**src/rtl/assert_macros.svh**
```systemverilog
// Assertion helpers for the RTL file that carries concurrent checks.
// Every check is sampled on the rising clock edge and is off while reset is low.
`ifndef ASSERT_MACROS_SVH
`define ASSERT_MACROS_SVH

// The expression holds at every sampled edge.
`define ASSERT_ALWAYS(label, clk, rst_n, expr, msg) \
    label: assert property (@(posedge clk) disable iff (!rst_n) (expr)) else $error(msg);

// The consequent holds in the same cycle as the antecedent.
`define ASSERT_IMPLY(label, clk, rst_n, ante, cons, msg) \
    label: assert property (@(posedge clk) disable iff (!rst_n) (ante) |-> (cons)) \
        else $error(msg);

// The consequent holds in the cycle after the antecedent.
`define ASSERT_NEXT(label, clk, rst_n, ante, cons, msg) \
    label: assert property (@(posedge clk) disable iff (!rst_n) (ante) |=> (cons)) \
        else $error(msg);

`endif

```
**src/rtl/adr_pkg.sv**
```systemverilog
`default_nettype none

package adr_pkg;

    localparam int SAMPLE_BITS_DEFAULT = 24;

    // Resampler phase is unsigned Q2.24.
    localparam int FRAC_BITS  = 24;
    localparam int PHASE_BITS = 26;
    localparam logic [PHASE_BITS-1:0] RATE_STEP = 26'd18260915;
    localparam logic [PHASE_BITS-1:0] PHASE_ONE = PHASE_BITS'(1) << FRAC_BITS;

    // 0.707 in Q0.16.
    localparam logic [15:0] DOWNMIX_WEIGHT = 16'd46334;

    // At most two resampled outputs per input frame.
    localparam logic [1:0] MAX_RESULTS = 2'd2;

    localparam int CFG_ADDR_W = 2;
    localparam int CFG_DATA_W = 2;
    localparam logic [CFG_ADDR_W-1:0] CFG_MONO_MIXDOWN    = 2'd0;
    localparam logic [CFG_ADDR_W-1:0] CFG_SOURCE_CHANNELS = 2'd1;
    localparam logic [CFG_ADDR_W-1:0] CFG_RATE_MODE       = 2'd2;

    typedef enum logic [1:0] {
        LAYOUT_MONO     = 2'd0,
        LAYOUT_STEREO   = 2'd1,
        LAYOUT_FIVE_ONE = 2'd2
    } layout_t;

    // Commands from the controller to the datapath.
    typedef struct packed {
        logic load_in;
        logic mix;
        logic phase_add;
        logic rs_mul;
        logic commit;
        logic out_direct;
        logic out_interp;
        logic last;
    } cmd_t;

    // Status from the datapath to the controller.
    typedef struct packed {
        layout_t layout;
        logic    rate_mode;
        logic    phase_due;
        logic    phase_two;
    } status_t;

endpackage

`default_nettype wire

```
**src/rtl/adr_ctrl.sv**
```systemverilog
`default_nettype none

module adr_ctrl (
    input  logic             aclk,
    input  logic             aresetn,
    input  logic             s_valid,
    output logic             s_ready,
    input  logic             m_ready,
    output logic             m_valid,
    input  adr_pkg::status_t status,
    output adr_pkg::cmd_t    cmd
);
    import adr_pkg::*;

    typedef enum logic [2:0] {
        ST_IDLE,
        ST_MIX,
        ST_DIRECT,
        ST_CHECK,
        ST_MUL,
        ST_EMIT
    } state_t;

    state_t     state_reg, state_next;
    logic       out_valid_reg, out_valid_next;
    logic [1:0] emit_cnt_reg, emit_cnt_next;
    logic       last_reg, last_next;
    logic       out_free;

    assign out_free = !out_valid_reg || m_ready;

    always_comb begin
        state_next    = state_reg;
        emit_cnt_next = emit_cnt_reg;
        last_next     = last_reg;
        cmd           = '0;
        unique case (state_reg)
            ST_IDLE: begin
                if (s_valid) begin
                    cmd.load_in = 1'b1;
                    state_next  = ST_MIX;
                end
            end
            ST_MIX: begin
                cmd.mix = 1'b1;
                case (status.layout) inside
                    LAYOUT_MONO, LAYOUT_FIVE_ONE: begin
                        state_next = ST_DIRECT;
                    end
                    LAYOUT_STEREO: begin
                        if (status.rate_mode) begin
                            cmd.phase_add = 1'b1;
                            emit_cnt_next = '0;
                            state_next    = ST_CHECK;
                        end else begin
                            state_next = ST_DIRECT;
                        end
                    end
                    default: begin
                        // Unused layout code: the frame is dropped.
                        state_next = ST_IDLE;
                    end
                endcase
            end
            ST_DIRECT: begin
                if (out_free) begin
                    cmd.out_direct = 1'b1;
                    state_next     = ST_IDLE;
                end
            end
            ST_CHECK: begin
                if (status.phase_due && (emit_cnt_reg != MAX_RESULTS)) begin
                    state_next = ST_MUL;
                end else begin
                    cmd.commit = 1'b1;
                    state_next = ST_IDLE;
                end
            end
            ST_MUL: begin
                cmd.rs_mul = 1'b1;
                // A second output follows only if the phase still covers a
                // whole step after this one.
                last_next  = !(status.phase_two && (emit_cnt_reg == '0));
                state_next = ST_EMIT;
            end
            ST_EMIT: begin
                cmd.last = last_reg;
                if (out_free) begin
                    cmd.out_interp = 1'b1;
                    emit_cnt_next  = emit_cnt_reg + 2'd1;
                    state_next     = ST_CHECK;
                end
            end
            default: begin
                state_next = ST_IDLE;
            end
        endcase

        if (cmd.out_direct || cmd.out_interp) begin
            out_valid_next = 1'b1;
        end else if (m_ready) begin
            out_valid_next = 1'b0;
        end else begin
            out_valid_next = out_valid_reg;
        end
    end

    always_ff @(posedge aclk) begin
        if (!aresetn) begin
            state_reg     <= ST_IDLE;
            out_valid_reg <= 1'b0;
            emit_cnt_reg  <= '0;
            last_reg      <= 1'b0;
        end else begin
            state_reg     <= state_next;
            out_valid_reg <= out_valid_next;
            emit_cnt_reg  <= emit_cnt_next;
            last_reg      <= last_next;
        end
    end

    assign s_ready = (state_reg == ST_IDLE);
    assign m_valid = out_valid_reg;

endmodule

`default_nettype wire

```
**config.mk**
```make
export PLATFORM = sky130hd
export DESIGN_NAME = adr_ctrl
export DESIGN_NICKNAME = d
export VERILOG_FILES = /design/src/rtl/assert_macros.svh /design/src/rtl/adr_pkg.sv /design/src/rtl/adr_ctrl.sv
export SDC_FILE = /design/constraint.sdc
export NUM_CORES = 1
export LEC_CHECK = 0
export BUFFER_PORTS_ARGS = -buffer_cell sky130_fd_sc_hd__buf_2
export CORE_AREA = 2 2 39 41
export DETAILED_ROUTE_END_ITERATION = 8
export DIE_AREA = 0 0 41 43
export SLEW_MARGIN = 25
export SYNTH_ARGS = -nofsm -noshare
export SYNTH_HDL_FRONTEND = slang
export SYNTH_SLANG_ARGS = --single-unit
```
**constraint.sdc**
```tcl
create_clock -name aclk -period 1.15 [get_ports aclk]
set_input_delay 0.115 -clock aclk [delete_from_list [all_inputs] [get_ports aclk]]
set_output_delay 0.115 -clock aclk [all_outputs]
set_load 0.01 [all_outputs]
```
======== After elaboration in Yosys (flattened, before gate mapping) ========
Index checks and enable logic that the tools add are counted.
word-level totals
  bits in latches ......................... 0
  bits of input ports ..................... 9
  bits in read-only memories .............. 0
  memories ................................ 0
  register bits ........................... 7
  output and inout port bits .............. 10
  bits in writable memories ............... 0
cells by class
  eq/ne operators ......................... 14
  shift-type cells ........................ 0
  add/subtract/negate cells ............... 1
  order comparisons ....................... 0
  reduce and logical (&&, ||, !) cells .... 14
  divide/modulo/power cells ............... 0
  bitwise operators ....................... 0
  mux-type cells .......................... 27
  multiply operators ...................... 0
operator list
  operator                                                               count
  3-bit 2-to-1 mux                                                       6
  3-bit one-hot mux with 6 select lines                                  1
  2-bit inequality test, second input constant                           7
  1-bit 2-to-1 mux                                                       13
  2-bit 2-to-1 mux                                                       6
  3-bit by 2-bit equality test with 1-bit output, second input constant  2
  3-bit equality test, second input constant                             2
  5-bit AND reduction                                                    1
  2-bit zero test                                                        2
  2-bit one-hot mux with 2 select lines                                  1
  2-bit nonzero test                                                     2
  3-bit by 1-bit equality test with 1-bit output, second input constant  1
  3-bit zero test                                                        1
  3-bit AND reduction                                                    1
  2-bit by 1-bit adder with 2-bit output, second input constant          1
  2-bit by 1-bit equality test with 1-bit output, second input constant  1
  2-bit equality test, second input constant                             1
  1-bit logical AND                                                      2
  1-bit zero test                                                        2
  1-bit logical OR                                                       2
  2-bit OR reduction                                                     1

======== Longest topological paths before layout ========
  depth after elaboration ................. 6
  depth in mapped cells ................... 4
  depth with buffers taken out ............ 4

======== Worst setup path after synthesis ========
Ideal clock, no wire load.
  path kind ............................... flip-flop to flip-flop
  from .................................... register state_reg[2]
  to ...................................... register emit_cnt_reg[0]
  arrival time ............................ 1.000 ns
  stages on the path, launching flop included .. 5
  required time ........................... 1.024 ns
  library setup time ...................... 0.126 ns
  clock period less this slack ............ 1.126 ns
  path buffers ............................ 1
  path slack .............................. 0.024 ns
  cells stage by stage .................... dfxtp_1 -> buf_6 -> or3b_4 -> o32ai_2 -> o22ai_1
on the way
  cells in the longest elaborated chain, start to end .. 3
  elaborated cells on any way between the ends .. 9
ends and longest elaborated chain
  item                                                                                   RTL line         RTL
  start, declared                                                                        adr_ctrl.sv:24   state_t state_reg, state_next;
  start signal, assigned                                                                 adr_ctrl.sv:115  state_reg <= state_next;
  3-bit by 1-bit equality test with 1-bit output or 3-bit equality test (tied branches)  adr_ctrl.sv:37   unique case (state_reg)
  2-bit inequality test (no line) or 2-bit nonzero test (tied branches)                  n/a
  5-bit AND reduction (no line)                                                          n/a
  end signal, assigned                                                                   adr_ctrl.sv:117  emit_cnt_reg <= emit_cnt_next;
  end, declared                                                                          adr_ctrl.sv:26   logic [1:0] emit_cnt_reg, emit_cnt_next;
Several ways; a longest one is shown, not always the timed one.
A chain may end at the register's enable or synchronous reset.

==> flow_summary.yaml <==
floorplanning:
  pin_count: 19
  die-area_um2: 1760
  core_um2: 1380
  die_h_um: 43
  dieWidth_um: 41
  initial_core_util_pct: 33.9
  rows: 14
critical_path:
  critPathBufInv: 1
  crit_type: "reg -> out"
  rr_startpoint: "state_reg[2]"
  cp-end-kind: "output port"
  worst-r2r-setup-slack_ps: -120
  cp_slowest_cell: "or3b_4"
  slowest_delay_ps: 410
  crit_required_ps: 1030
  reg2reg_to: "state_reg[1]"
  cp_max_fo: 7
  cpLargestDelayFamily: "simple AND/OR/NAND/NOR gates"
  cp-start-kind: "register"
  reg2reg_depth: 7
  worstPathCellList: "or3b_4 -> nor2_1 -> buf_2"
  crit_arrival_ps: 1230
min_path:
  worstHoldEndpoint: "state_reg[1]"
  worstHoldStart: "m_ready"
  hp-class: "in -> reg"
  whs_path_depth: 4
synthesis:
  synth_seq_cells: 7
  synth_ff_type: "dfxtp_1"
  yosysMostFrequentCell: "inv_1"
  syn-cell-area_um2: 469
  synth.largest_area_cell: "dfxtp_1"
  synthAdderAreaFrac_pct: 5.33
  yosysWarnings: 0
  yosys.area_share.simple_pct: 32.3
  synth_compound_area_share_pct: 21.3
  synth_mux_area_share_pct: 0
  synth_top_area_share_pct: 29.9
  avgSynthCellArea_um2: 8.23
  syn_nets: 68
  ys_types: 25
  synthTopCellsByArea: "dfxtp_1 (30%), inv_1 (6.4%), ha_1 (5.3%)"
  ys_seq_area_share_pct: 29.9
  synth_xor_area_share_pct: 0
  synth_edf_count: 0
  synth_cells: 57
  synthArstFlopShare_pct: 0
  synth_top_family_by_area: "simple AND/OR/NAND/NOR gates"
  yosys-top-cells-count: "inv_1 (8), dfxtp_1 (7), nand2_1 (5), a21oi_1 (4), nand3b_1 (3)"
timing:
  max_freq_mhz: 742
  hold_violations: 0
  finalCriticalPeriod_ps: 1350
  worst_slack_ps: -198
  setup_viol: 11
  rsz0062_at_grt: "yes"
  relSlewSlack_pct: 83.8
  worst_pin_slew_ps: 242
  skew_ps: 2.03
  finalCritPeriodShare_pct: 117
  drv_slew: 0
route:
  drt_pre_antenna_iters: 4
  drt-initial-drc-count: 4
  routed_wirelength_um: 1230
  drc: 0
  vias: 510
  vias_per_cell: 4.90
  avgRoutedWirePerCell_um: 11.8
  postRouteAntennaNets: 0
cells_and_area:
  largest_reg_flops: 3
  area_growth_pct: 50.4
  nets: 100
  finalNonFillerCells: 104
  layout-drive-gt1-share_pct: 48.9
  diodes: 0
clock_network:
  cts_tree: "built"
  cts_root_buffer: "clkbuf_4"
  clock-sinks: 7
  clock_latency_ps: 260
  cts_hold_buf: 0
  cts-buffers-inserted: 3
  cts_buffer_depth: 2
  clk_pin_slew_ps: 50
  cts_htree_levels: 1
power_and_ir_drop:
  powerDensity_nw_per_um2: 915
  p_total_uw: 646
  leakage_nw: 0.350
  ir_drop_v: 0.000408
place:
  dpl.cell_count: 92
  preCtsSetupSlack_ps: 6.33
  port-buffer-count: 18
  dpl.hpwl_um: 850
  place.gp.congestion: 0.733
status:
  status: "finished with violations"
  violations: "setup timing"
global_routing:
  antenna_found_initial: 0
  grt_pass1_wl_um: 1860
  grt_max_degree: 13
  grt_pass1_vias: 448
  gr-total-overflow: 0
  track_usage_pct: 16.3
flow_run:
  drv_cap: 0
==> repair_timing <==
item	4_1_cts	5_1_grt
pin swaps	3	0
buffers inserted	4	4
endpoints found under the hold margin	0	0
cloned	0	0
resized for setup	6	6
endpoints found under the setup margin	9	13
==> power by group <==
group	total, mW	internal (mW)	switching, mW
sequential	0.261	0.251	0.00979
combinational	0.155	0.0864	0.0686
clock	0.230	0.133	0.0974
total	0.646	0.470	0.176
==> metal layers <==
metal	global-route usage, %	share of wire [%]	up-vias	wire length [um]
li1	-	-	259	-
met4	12.0	3.5	0	43
met5	0	0	-	0
met2	26.9	53	11	658
met3	3.66	3.8	5	47
met1	16.6	39	235	482
==> through the flow <==
| stage | cell area (um^2) | TNS [ps] | hold slack [ps] | util [%] |
|---|---|---|---|---|
| floorplan | 469 | 0 | 304 | - |
| global route | 706 | -2100 | 173 | 51.0 |
| detailed placement | 587 | 0 | 421 | 42.4 |
| CTS | 654 | -1340 | 140 | 47.3 |
| global placement | 587 | 0 | 420 | 42.4 |
| finish | 706 | -1430 | 141 | 51.0 |
==> worst min-delay path, cell delays in order <==
cell and delay, ps:
buf_2 80, nor2b_1 60, nand2_1 50, a21boi_1 50
==> worst max path at each step <==
stage	startpoint	endpoint	cells past startpoint	slack [ps]
global route	state_reg[2]	cmd[2]	4	-240
finish	state_reg[2]	cmd[5]	3	-200
floorplan	state_reg[2]	emit_cnt_reg[0]	4	20
global placement	state_reg[1]	emit_cnt_reg[0]	3	30
detailed placement	state_reg[1]	emit_cnt_reg[1]	3	6
CTS	state_reg[2]	cmd[5]	3	-200
==> cells by family after synthesis <==
family / after synthesis
simple gates: 24
buf+inv: 11
flops: 7
fa+ha+maj: 2
compound gates: 13
==> layout make-up <==
type	instances	area (um^2)
clock buffer	4	26.3
fill	140	678
inverter	8	30.0
multi-input combinational	39	288
timing repair buffer	30	195
sequential	7	146
tap	16	20.0
==> placed cells by master (no fill, tap or decap), types with 2 or more instances in the layout <==
cell and count:
buf_2 18, dfxtp_1 4, o22ai_1 2, inv_1 7, dfxtp_2 2, buf_6 2
nand2b_1 2, a21boi_1 2, o211a_1 2, buf_4 9, nor2_1 2, nand3_1 2
and2_1 2, nand2_1 5, a21oi_1 4, clkbuf_4 3, nand3b_1 3
No activity file was read; power rests on OpenSTA's default activity.
